## src/rtl/ieepm_pkg.sv

```systemverilog
// Package for the paged EEPROM bus master: phase codes, status codes, actions.
// No dependencies.
`timescale 1ns / 1ps
package ieepm_pkg;
  localparam int unsigned PAGE_BYTES  = 256;
  localparam int unsigned PAGE_W      = $clog2(PAGE_BYTES);
  localparam logic [18:0] ADDRESS_MAX = 19'h7FFFF;
  localparam logic [15:0] WCT_RESET   = 16'd1000;
  localparam logic [18:0] WAL_RESET   = 19'd524255;
  localparam logic [7:0]  CTRL_WR     = 8'hA0;
  localparam logic [7:0]  CTRL_RD     = 8'hA1;

  typedef enum logic [1:0] {
    ACT_TICK  = 2'd0,
    ACT_WRITE = 2'd1,
    ACT_READ  = 2'd2,
    ACT_DATA  = 2'd3
  } action_t;

  typedef enum logic [0:0] {
    REG_WCT = 1'b0,
    REG_WAL = 1'b1
  } reg_idx_t;

  typedef enum logic [2:0] {
    ST_OK       = 3'd0,
    ST_BAD_ADDR = 3'd1,
    ST_BAD_LEN  = 3'd2,
    ST_NAK_HIGH = 3'd3,
    ST_NAK_LOW  = 3'd4,
    ST_NAK_DATA = 3'd5,
    ST_NAK_RCTL = 3'd6
  } status_t;

  typedef enum logic [3:0] {
    PH_IDLE, PH_START, PH_CTRL, PH_HIGH, PH_LOW, PH_FETCH, PH_DATA,
    PH_RSTART, PH_RCTRL, PH_RX, PH_STOP, PH_WAIT
  } phase_t;

  typedef struct packed {
    logic [1:0]  action;
    logic [18:0] address;
    logic [18:0] length;
    logic [7:0]  data_byte;
    logic        sda_in;
  } word_in_t;

  typedef struct packed {
    logic        scl;
    logic        sda_out;
    logic        wp_on;
    logic        busy_res;
    logic        need_byte;
    logic        rd_valid;
    logic [7:0]  rd_byte;
    logic        rd_last;
    logic        done_res;
    logic [2:0]  status;
  } word_out_t;
endpackage

```

## src/rtl/ieepm_fifo.sv

```systemverilog
// Two-entry word queue between the command front and the bus engine.
// Depends on ieepm_pkg.
`timescale 1ns / 1ps
module ieepm_fifo (
  input  logic                clk,
  input  logic                rst_n,
  input  logic                wr_valid,
  output logic                wr_ready,
  input  ieepm_pkg::word_in_t wr_word,
  output logic                rd_valid,
  input  logic                rd_ready,
  output ieepm_pkg::word_in_t rd_word
);
  ieepm_pkg::word_in_t mem_r [2];
  logic       wp_r, rp_r;
  logic [1:0] cnt_r;
  logic       push, pop;

  assign wr_ready = (cnt_r != 2'd2);
  assign rd_valid = (cnt_r != 2'd0);
  assign rd_word  = mem_r[rp_r];
  assign push     = wr_valid && wr_ready;
  assign pop      = rd_valid && rd_ready;

  always_ff @(posedge clk) begin
    if (push) begin
      mem_r[wp_r] <= wr_word;
    end
  end

  always_ff @(posedge clk) begin
    if (!rst_n) begin
      wp_r  <= 1'b0;
      rp_r  <= 1'b0;
      cnt_r <= 2'd0;
    end else begin
      if (push) wp_r <= ~wp_r;
      if (pop)  rp_r <= ~rp_r;
      cnt_r <= cnt_r + {1'b0, push} - {1'b0, pop};
    end
  end
endmodule

```

## src/rtl/ieepm_engine.sv

```systemverilog
// Bus engine: runs one word per cycle through the phase machine unless out_ready stalls it, registered result.
// Depends on ieepm_pkg.
`timescale 1ns / 1ps
module ieepm_engine (
  input  logic                 clk,
  input  logic                 rst_n,
  input  logic                 in_valid,
  output logic                 in_ready,
  input  ieepm_pkg::word_in_t  in_word,
  input  logic [15:0]          wct,
  input  logic [18:0]          wal,
  output logic                 out_valid,
  input  logic                 out_ready,
  output ieepm_pkg::word_out_t out_word
);
  localparam int unsigned PW = ieepm_pkg::PAGE_W;

  ieepm_pkg::phase_t phase_r, phase_nxt;
  logic [3:0]  bit_r, bit_nxt;
  logic [7:0]  sh_r, sh_nxt;
  logic [18:0] addr_r, addr_nxt, tot_r, tot_nxt;
  logic [PW:0] pg_r, pg_nxt;
  logic [8:0]  pend_r, pend_nxt;
  logic [15:0] wait_r, wait_nxt;
  logic        rd_r, rd_nxt, scl_r, scl_nxt, sda_r, sda_nxt, wp_r, wp_nxt;
  logic [2:0]  err_r, err_nxt;
  logic        ov_r;
  ieepm_pkg::word_out_t ow_r, ow_nxt;

  logic        go;
  logic [18:0] alim;
  logic [PW:0] room;
  logic [18:0] room_w;
  logic        tx_busy, tx_ok, tx_nak;
  logic [18:0] addr_inc;

  assign in_ready  = !ov_r || out_ready;
  assign go        = in_valid && in_ready;
  assign out_valid = ov_r;
  assign out_word  = ow_r;

  assign room     = (PW+1)'(ieepm_pkg::PAGE_BYTES) - {1'b0, addr_r[PW-1:0]};
  assign room_w   = 19'(room);
  assign addr_inc = (addr_r >= ieepm_pkg::ADDRESS_MAX) ? 19'd0 : addr_r + 19'd1;

  // Shared byte transmit step: low half drives a bit, high half counts or samples ACK.
  always_comb begin
    tx_busy = 1'b1;
    tx_ok   = 1'b0;
    tx_nak  = 1'b0;
    if (!scl_r) begin
      if (bit_r >= 4'd8) begin
        tx_busy = 1'b0;
        tx_ok   = !in_word.sda_in;
        tx_nak  = in_word.sda_in;
      end
    end
  end

  always_comb begin
    phase_nxt = phase_r; bit_nxt = bit_r; sh_nxt = sh_r; addr_nxt = addr_r;
    tot_nxt = tot_r; pg_nxt = pg_r; pend_nxt = pend_r; wait_nxt = wait_r;
    rd_nxt = rd_r; scl_nxt = scl_r; sda_nxt = sda_r; wp_nxt = wp_r; err_nxt = err_r;
    ow_nxt = '0;
    alim = (in_word.action == ieepm_pkg::ACT_WRITE) ? wal : ieepm_pkg::ADDRESS_MAX;
    unique case (ieepm_pkg::action_t'(in_word.action))
      ieepm_pkg::ACT_WRITE, ieepm_pkg::ACT_READ: begin
        if (phase_r == ieepm_pkg::PH_IDLE) begin
          priority if (in_word.address > alim) begin
            ow_nxt.done_res = 1'b1; ow_nxt.status = ieepm_pkg::ST_BAD_ADDR;
          end else if (in_word.length == 19'd0 || in_word.length > alim) begin
            ow_nxt.done_res = 1'b1; ow_nxt.status = ieepm_pkg::ST_BAD_LEN;
          end else begin
            rd_nxt   = (in_word.action == ieepm_pkg::ACT_READ);
            addr_nxt = in_word.address;
            tot_nxt  = in_word.length;
            pend_nxt = '0;
            err_nxt  = ieepm_pkg::ST_OK;
            bit_nxt  = '0;
            phase_nxt = ieepm_pkg::PH_START;
            if (in_word.action == ieepm_pkg::ACT_READ) begin
              pg_nxt = '0;
            end else begin
              pg_nxt = (in_word.length < 19'(ieepm_pkg::PAGE_BYTES) -
                        19'(in_word.address[PW-1:0]))
                       ? in_word.length[PW:0]
                       : (PW+1)'(ieepm_pkg::PAGE_BYTES) - {1'b0, in_word.address[PW-1:0]};
              wp_nxt = 1'b0;
            end
          end
        end
      end
      ieepm_pkg::ACT_DATA: begin
        if (phase_r != ieepm_pkg::PH_IDLE && !rd_r && !pend_r[8])
          pend_nxt = {1'b1, in_word.data_byte};
      end
      ieepm_pkg::ACT_TICK: begin
        if (phase_r == ieepm_pkg::PH_CTRL || phase_r == ieepm_pkg::PH_HIGH ||
            phase_r == ieepm_pkg::PH_LOW || phase_r == ieepm_pkg::PH_DATA ||
            phase_r == ieepm_pkg::PH_RCTRL) begin
          if (scl_r) begin
            scl_nxt = 1'b0;
            sda_nxt = (bit_r < 4'd8) ? sh_r[3'(4'd7 - bit_r)] : 1'b1;
          end else begin
            scl_nxt = 1'b1;
            if (tx_busy) bit_nxt = bit_r + 4'd1;
            else bit_nxt = '0;
          end
        end
        unique case (phase_r)
          ieepm_pkg::PH_START, ieepm_pkg::PH_RSTART: begin
            unique case (bit_r)
              4'd0: begin scl_nxt = 1'b0; sda_nxt = 1'b1; bit_nxt = 4'd1; end
              4'd1: begin scl_nxt = 1'b1; bit_nxt = 4'd2; end
              default: begin
                sda_nxt = 1'b0; bit_nxt = '0;
                sh_nxt  = (phase_r == ieepm_pkg::PH_START) ?
                          (ieepm_pkg::CTRL_WR | {4'd0, addr_r[18:16], 1'b0}) :
                          (ieepm_pkg::CTRL_RD | {4'd0, addr_r[18:16], 1'b0});
                phase_nxt = (phase_r == ieepm_pkg::PH_START) ?
                            ieepm_pkg::PH_CTRL : ieepm_pkg::PH_RCTRL;
              end
            endcase
          end
          ieepm_pkg::PH_CTRL: begin
            if (tx_ok) begin sh_nxt = addr_r[15:8]; phase_nxt = ieepm_pkg::PH_HIGH; end
            else if (tx_nak) begin err_nxt = ieepm_pkg::ST_NAK_HIGH;
              phase_nxt = ieepm_pkg::PH_STOP; end
          end
          ieepm_pkg::PH_HIGH: begin
            if (tx_ok) begin sh_nxt = addr_r[7:0]; phase_nxt = ieepm_pkg::PH_LOW; end
            else if (tx_nak) begin err_nxt = ieepm_pkg::ST_NAK_HIGH;
              phase_nxt = ieepm_pkg::PH_STOP; end
          end
          ieepm_pkg::PH_LOW: begin
            if (tx_ok) phase_nxt = rd_r ? ieepm_pkg::PH_RSTART : ieepm_pkg::PH_FETCH;
            else if (tx_nak) begin err_nxt = ieepm_pkg::ST_NAK_LOW;
              phase_nxt = ieepm_pkg::PH_STOP; end
          end
          ieepm_pkg::PH_FETCH: begin
            if (pend_r[8]) begin
              sh_nxt = pend_r[7:0]; pend_nxt = '0; bit_nxt = '0;
              phase_nxt = ieepm_pkg::PH_DATA;
            end
          end
          ieepm_pkg::PH_DATA: begin
            if (tx_ok) begin
              if (pg_r != '0) pg_nxt = pg_r - 1'b1;
              if (tot_r != '0) tot_nxt = tot_r - 19'd1;
              addr_nxt = addr_inc;
              phase_nxt = (pg_r <= (PW+1)'(1)) ? ieepm_pkg::PH_STOP : ieepm_pkg::PH_FETCH;
              if (pg_r <= (PW+1)'(1)) err_nxt = ieepm_pkg::ST_OK;
            end else if (tx_nak) begin
              err_nxt = ieepm_pkg::ST_NAK_DATA; phase_nxt = ieepm_pkg::PH_STOP;
            end
          end
          ieepm_pkg::PH_RCTRL: begin
            if (tx_ok) begin phase_nxt = ieepm_pkg::PH_RX; sh_nxt = '0; end
            else if (tx_nak) begin err_nxt = ieepm_pkg::ST_NAK_RCTL;
              phase_nxt = ieepm_pkg::PH_STOP; end
          end
          ieepm_pkg::PH_RX: begin
            if (scl_r) begin
              scl_nxt = 1'b0;
              sda_nxt = (bit_r < 4'd8) ? 1'b1 : (tot_r == '0);
            end else begin
              scl_nxt = 1'b1;
              if (bit_r < 4'd8) begin
                sh_nxt  = {sh_r[6:0], in_word.sda_in};
                bit_nxt = bit_r + 4'd1;
                if (bit_r == 4'd7) begin
                  ow_nxt.rd_valid = 1'b1;
                  ow_nxt.rd_byte  = {sh_r[6:0], in_word.sda_in};
                  ow_nxt.rd_last  = (tot_r == 19'd1);
                  if (tot_r != '0) tot_nxt = tot_r - 19'd1;
                  addr_nxt = addr_inc;
                end
              end else begin
                bit_nxt = '0; sh_nxt = '0;
                if (tot_r == '0) begin err_nxt = ieepm_pkg::ST_OK;
                  phase_nxt = ieepm_pkg::PH_STOP; end
              end
            end
          end
          ieepm_pkg::PH_STOP: begin
            unique case (bit_r)
              4'd0: begin scl_nxt = 1'b0; sda_nxt = 1'b0; bit_nxt = 4'd1; end
              4'd1: begin scl_nxt = 1'b1; bit_nxt = 4'd2; end
              default: begin
                sda_nxt = 1'b1; bit_nxt = '0; wp_nxt = 1'b1;
                if (err_r != ieepm_pkg::ST_OK || rd_r) begin
                  ow_nxt.done_res = 1'b1; ow_nxt.status = err_r;
                  phase_nxt = ieepm_pkg::PH_IDLE; pend_nxt = '0;
                end else begin
                  wait_nxt = wct; phase_nxt = ieepm_pkg::PH_WAIT;
                end
              end
            endcase
          end
          ieepm_pkg::PH_WAIT: begin
            if (wait_r != '0) begin
              wait_nxt = wait_r - 16'd1;
            end else if (tot_r == '0) begin
              ow_nxt.done_res = 1'b1; ow_nxt.status = ieepm_pkg::ST_OK;
              phase_nxt = ieepm_pkg::PH_IDLE; pend_nxt = '0;
            end else begin
              pg_nxt = (tot_r < room_w) ? tot_r[PW:0] : room;
              wp_nxt = 1'b0; phase_nxt = ieepm_pkg::PH_START; bit_nxt = '0;
            end
          end
          default: phase_nxt = ieepm_pkg::PH_IDLE;
        endcase
      end
      default: ;
    endcase
    // Go to STOP always restarts its bit count.
    if (phase_nxt == ieepm_pkg::PH_STOP && phase_r != ieepm_pkg::PH_STOP) bit_nxt = '0;
    if ((phase_nxt == ieepm_pkg::PH_RSTART || phase_nxt == ieepm_pkg::PH_FETCH ||
         phase_nxt == ieepm_pkg::PH_RX) && phase_nxt != phase_r) bit_nxt = '0;
    ow_nxt.scl       = scl_nxt;
    ow_nxt.sda_out   = sda_nxt;
    ow_nxt.wp_on     = wp_nxt;
    ow_nxt.busy_res  = (phase_nxt != ieepm_pkg::PH_IDLE);
    ow_nxt.need_byte = (phase_nxt == ieepm_pkg::PH_FETCH) && !pend_nxt[8];
  end

  always_ff @(posedge clk) begin
    if (go) ow_r <= ow_nxt;
  end

  always_ff @(posedge clk) begin
    if (!rst_n) begin
      phase_r <= ieepm_pkg::PH_IDLE; bit_r <= '0; sh_r <= '0; addr_r <= '0;
      tot_r <= '0; pg_r <= '0; pend_r <= '0; wait_r <= '0; rd_r <= 1'b0;
      scl_r <= 1'b1; sda_r <= 1'b1; wp_r <= 1'b1; err_r <= '0; ov_r <= 1'b0;
    end else begin
      if (go) begin
        phase_r <= phase_nxt; bit_r <= bit_nxt; sh_r <= sh_nxt; addr_r <= addr_nxt;
        tot_r <= tot_nxt; pg_r <= pg_nxt; pend_r <= pend_nxt; wait_r <= wait_nxt;
        rd_r <= rd_nxt; scl_r <= scl_nxt; sda_r <= sda_nxt; wp_r <= wp_nxt;
        err_r <= err_nxt;
      end
      if (go) ov_r <= 1'b1;
      else if (out_ready) ov_r <= 1'b0;
    end
  end
endmodule

```

## src/rtl/i2c_eeprom_page_access_master_top.sv

```systemverilog
// Top level of the paged EEPROM bus master: config registers, word queue, engine.
// Depends on ieepm_pkg, ieepm_fifo, ieepm_engine.
`timescale 1ns / 1ps
// Usage:
//  The in_ channel carries one word per step: a tick (one SCL half-period),
//  a write or read command, or a write data byte. Every accepted word yields
//  exactly one out_ word with the line levels, busy/need_byte flags, any
//  received byte and, on completion, done_res with status.
//  The cfg_ channel writes write_cycle_ticks (index 0) and write_address_limit
//  (index 1); write only while the block is idle.
//  A two-entry queue decouples the input side from the bus engine; the engine
//  retires one word per cycle while out_ready is high, so throughput is one
//  word per cycle; a word passes through a queue entry, then the result register.
//  The engine's result register holds while out_ready is low; the queue then
//  fills and in_ready drops after two more words.
//  Reset (synchronous, rst_n low) returns the engine to idle with SCL, SDA
//  and WP high and both registers at their defaults.
module i2c_eeprom_page_access_master_top (
  input  logic        clk,
  input  logic        rst_n,
  input  logic        in_valid,
  output logic        in_ready,
  input  logic [1:0]  in_action,
  input  logic [18:0] in_address,
  input  logic [18:0] in_length,
  input  logic [7:0]  in_data_byte,
  input  logic        in_sda_in,
  output logic        out_valid,
  input  logic        out_ready,
  output logic        out_scl,
  output logic        out_sda_out,
  output logic        out_wp_on,
  output logic        out_busy_res,
  output logic        out_need_byte,
  output logic        out_rd_valid,
  output logic [7:0]  out_rd_byte,
  output logic        out_rd_last,
  output logic        out_done_res,
  output logic [2:0]  out_status,
  input  logic        cfg_valid,
  output logic        cfg_ready,
  input  logic [0:0]  cfg_index,
  input  logic [18:0] cfg_data
);
  logic [15:0] wct_r;
  logic [18:0] wal_r;
  ieepm_pkg::word_in_t  in_w, q_w;
  ieepm_pkg::word_out_t o_w;
  logic q_valid, q_ready;

  assign cfg_ready = 1'b1;

  always_ff @(posedge clk) begin
    if (!rst_n) begin
      wct_r <= ieepm_pkg::WCT_RESET;
      wal_r <= ieepm_pkg::WAL_RESET;
    end else if (cfg_valid) begin
      unique case (ieepm_pkg::reg_idx_t'(cfg_index))
        ieepm_pkg::REG_WCT: wct_r <= cfg_data[15:0];
        ieepm_pkg::REG_WAL: wal_r <= cfg_data;
        default: ;
      endcase
    end
  end

  assign in_w = '{action: in_action, address: in_address, length: in_length,
                  data_byte: in_data_byte, sda_in: in_sda_in};

  ieepm_fifo u_fifo (
    .clk(clk), .rst_n(rst_n),
    .wr_valid(in_valid), .wr_ready(in_ready), .wr_word(in_w),
    .rd_valid(q_valid), .rd_ready(q_ready), .rd_word(q_w)
  );

  ieepm_engine u_engine (
    .clk(clk), .rst_n(rst_n),
    .in_valid(q_valid), .in_ready(q_ready), .in_word(q_w),
    .wct(wct_r), .wal(wal_r),
    .out_valid(out_valid), .out_ready(out_ready), .out_word(o_w)
  );

  assign out_scl       = o_w.scl;
  assign out_sda_out   = o_w.sda_out;
  assign out_wp_on     = o_w.wp_on;
  assign out_busy_res  = o_w.busy_res;
  assign out_need_byte = o_w.need_byte;
  assign out_rd_valid  = o_w.rd_valid;
  assign out_rd_byte   = o_w.rd_byte;
  assign out_rd_last   = o_w.rd_last;
  assign out_done_res  = o_w.done_res;
  assign out_status    = o_w.status;

  a_status_only_done: assert property (@(posedge clk) disable iff (!rst_n)
    out_valid && !out_done_res |-> out_status == ieepm_pkg::ST_OK)
    else $error("status set without done");
  a_rd_last_needs_valid: assert property (@(posedge clk) disable iff (!rst_n)
    out_valid && out_rd_last |-> out_rd_valid)
    else $error("rd_last without rd_valid");
  a_need_byte_busy: assert property (@(posedge clk) disable iff (!rst_n)
    out_valid && out_need_byte |-> out_busy_res && !out_wp_on)
    else $error("need_byte while idle or protected");
endmodule
```

## config.mk

```make
export PLATFORM = sky130hd
export DESIGN_NAME = i2c_eeprom_page_access_master_top
export DESIGN_NICKNAME = d
export VERILOG_FILES = /design/src/rtl/ieepm_pkg.sv /design/src/rtl/ieepm_fifo.sv /design/src/rtl/ieepm_engine.sv /design/src/rtl/i2c_eeprom_page_access_master_top.sv
export SDC_FILE = /design/constraint.sdc
export NUM_CORES = 1
export LEC_CHECK = 0
export ABC_AREA = 1
export BUFFER_PORTS_ARGS = -buffer_cell sky130_fd_sc_hd__buf_2
export CAP_MARGIN = 40
export CELL_PAD_IN_SITES_DETAIL_PLACEMENT = 0
export CELL_PAD_IN_SITES_GLOBAL_PLACEMENT = 1
export CORE_AREA = 4 4 220 158
export DETAILED_ROUTE_END_ITERATION = 8
export DIE_AREA = 0 0 224 162
export PLACE_DENSITY_LB_ADDON = 0.05
export SLEW_MARGIN = 10
export SYNTH_ARGS = -nofsm -noshare
export SYNTH_HDL_FRONTEND = slang
export SYNTH_SLANG_ARGS = --single-unit
```

## constraint.sdc

```tcl
create_clock -name clk -period 5.16 [get_ports clk]
set_input_delay 0.258 -clock clk [delete_from_list [all_inputs] [get_ports clk]]
set_output_delay 0.258 -clock clk [all_outputs]
set_load 0.005 [all_outputs]
```

==> results_dict.tcl <==
set metrics [dict create \
    ys_types 70 \
    setup_ws_ns 0.6322 \
    path_clk_slew_ns 0.06 \
    cp_max_fo 21 \
    synth_nets 2048 \
    cts_tree "built" \
    die_area_sq_um 36290 \
    hold_viol 0 \
    hold_slack_ns 0.01714 \
    crit_arrival_ns 5.03 \
    critPathRequiredTime_ns 5.66 \
    slowest_delay_ns 0.48 \
    utilization 0.5226 \
    cts_root_buf "clkbuf_16" \
    grt_pass1_vias 12810 \
    cts.sinks 253 \
    wire_per_inst_um 19.11 \
    fin_tns_setup_ns 0 \
    synth-main-ff-cell "dfxtp_1" \
    grt-ovfl-total 0 \
    cp-start-kind "flip-flop" \
    crit_path_cell_trace "inv_4 > or2_2 > o21ai_0 > ha_1 > clkinv_1 > or2_2 > ha_1 > nand2_1 > nor4b_1 > nand4_1 > a21oi_2 > nand2_2 > o21ai_4 > nand2_2 > inv_2 > o21ai_0 > a31oi_1" \
    syn2layout_area_growth_pct 16.10 \
    hold_path.class "input port to flip-flop" \
    netlist_area_sq_um 14790 \
    setup_violations 0 \
    initial_core_util 0.4501 \
    gp_congestion 0.9622 \
    reg2reg_to "u_engine.tot_r[13]" \
    drv_cap 0 \
    finalWirelength_um 47640 \
    drive_gt1_frac 0.1162 \
    min_period_over_period 0.8775 \
    htree_num_levels 1 \
    final_common_cell "nand2_1" \
    final_cell_mix "395 x nand2_1, 204 x nor2_1, 178 x inv_1" \
    rsz0062_at_grt "no" \
    die_w_um 224 \
    endpoint_kind "flip-flop" \
    reg2reg_slack_ns 0.63 \
    grt_max_degree 53 \
    grt_pass1_wl_um 74200 \
    worst-setup-path-type "flip-flop to flip-flop" \
    synth_area_per_cell_sq_um 7.777 \
    synth_edf_count 117 \
    min_to "u_engine.out_valid" \
    port_buffers 94 \
    period_minus_slack_ns 4.528 \
    ys_ff_latch 253 \
    ff2ff_path_depth 17 \
    p_per_area_nw_per_um2 576.6 \
    drc 0 \
    grt_usage 0.2594 \
    hold_path_startpoint "out_ready" \
    finalClockSkew_ns 0.01300 \
    hold_buffers 68 \
    ir_drop_mv 0.3350 \
    dp_slack_ns 0.6686 \
    vias_per_cell 5.469 \
    dr.pass1.iters 6 \
    drv_slew 0 \
    ant_nets 0 \
    yosysSeqAreaShare 0.4216 \
    synth_top_area_share 0.2375 \
    antenna_found_initial 1 \
    rows 56 \
    yosysWarnings 0 \
    synth.area.top_cells "edfxtp_1 24%, dfxtp_1 18%, nand2_1 10%" \
    cts_made_buffers 27 \
    power_uw 9901 \
    whs_path_depth 4 \
    yosysTopAreaCell "edfxtp_1" \
    ctsResizeCount 0 \
    p_leak_uw 0.007372 \
    syn_inst 1902 \
    max_freq_mhz 220.9 \
    relSlewSlack 0.4625 \
    place_hpwl_um 34770 \
    vias 13630 \
    insertion_delay_ns 0.58 \
    io_pins 96 \
    final_net_count 2182 \
    synthArstFlopShare 0 \
    slowest_stage "or2_2" \
    core_sq_um 32860 \
    status "finished, final reports clean" \
    worst_pin_slew_ns 0.8063 \
    drt_iter0_markers 1383 \
    die_y_um 162 \
    post_cts.repair.setup_buffers 0 \
    cts_buffer_depth 3 \
]
## cell families after synthesis
family | Yosys count | share of synthesized area
compound gates | 448 | 0.1785
xor+xnor | 32 | 0.01895
fa+ha+maj | 72 | 0.06090
buf+inv | 270 | 0.07384
flops | 253 | 0.4216
other cells | 1 | 0.0002535
simple gates | 826 | 0.2460
## registers in the layout, indices dropped and copies added, names as in the netlist, 3 cells and up, named ones only
signal,count
u_fifo.mem_r,98
u_engine.bit_r,4
u_engine.phase_r,4
u_engine.err_r,3
u_engine.pg_r,9
u_engine.sh_r,8
wal_r,19
wct_r,16
u_engine.out_word,19
u_engine.wait_r,16
u_engine.pend_r,9
u_engine.addr_r,19
u_engine.tot_r,19
## where the power goes
part / total, uW / switching (uW) / internal (uW) / leakage (uW)
Clock: 1970 / 843 / 1130 / 0.000427
Combinational: 4970 / 3440 / 1530 / 0.00473
Sequential: 2970 / 378 / 2590 / 0.00221
## how the worst max path moves through the flow
stage,from,endpoint,slack [ns],cells past startpoint
2_1_floorplan,flip-flop,u_engine.bit_r[1],1.25,23
3_3_place_gp,flip-flop,u_engine.tot_r[14],0.81,17
3_5_place_dp,flip-flop,u_engine.tot_r[13],0.67,17
4_1_cts,flip-flop,u_engine.tot_r[4],0.66,17
5_1_grt,flip-flop,u_engine.tot_r[13],0.23,18
6_report,flip-flop,u_engine.tot_r[13],0.63,17
## critical path: cells and delay by family, from the launching register on
family	cells	cell delay [ns]
compound gates	5	0.96
fa+ha+maj	2	0.59
buf+inv	3	0.89
flops	1	0.39
simple gates	7	1.61
## final cells by class
class                      instances  area [sq um]
fill                            3202         15690
multi-input combinational       1379          7492
sequential                       253          6237
timing repair buffer             177          1264
clock buffer                      39         760.7
inverter                         198         750.7
tap                              435         544.3
clock inverter                    11         121.4
antenna                            1         2.502
## synthesized netlist by cell type (all sizes together) (2+ instances only)
master	number
nand3b	2
o311ai	2
nor4	8
o21ai	158
xor2	27
nand4	26
o21a	9
o22ai	13
a21boi	4
a31oi	18
inv	192
clkbuf	45
o21bai	4
xnor2	5
and3	2
buf	27
a21oi	166
ha	72
clkinv	6
o221ai	8
a2111oi	4
a31o	2
or2	10
and2	2
nor4b	2
nor3	32
edfxtp	117
dfxtp	136
a221oi	7
a211oi	17
o31ai	3
nand3	104
o211ai	19
o31a	5
o2111ai	3
nand2	419
nor2	217
## through the flow
stage               std cells  cell area [sq um]
finish                   2493              17170
global route             2492              17170
CTS                      2492              17170
detailed placement       2374              15610
global placement         2374              15610
floorplan                1902              14790
## layer usage
| metal | wire length, um | part of all wire | up-vias | global-route usage |
|---|---|---|---|---|
| met2 | 19580 | 0.41 | 481 | 0.3773 |
| met1 | 23380 | 0.49 | 6341 | 0.4022 |
| li1 | - | - | 6758 | - |
| met5 | 0 | 0 | - | 0 |
| met3 | 3865 | 0.081 | 53 | 0.05077 |
| met4 | 810 | 0.017 | 0 | 0.04929 |
No activity file was read; power rests on OpenSTA's default activity.
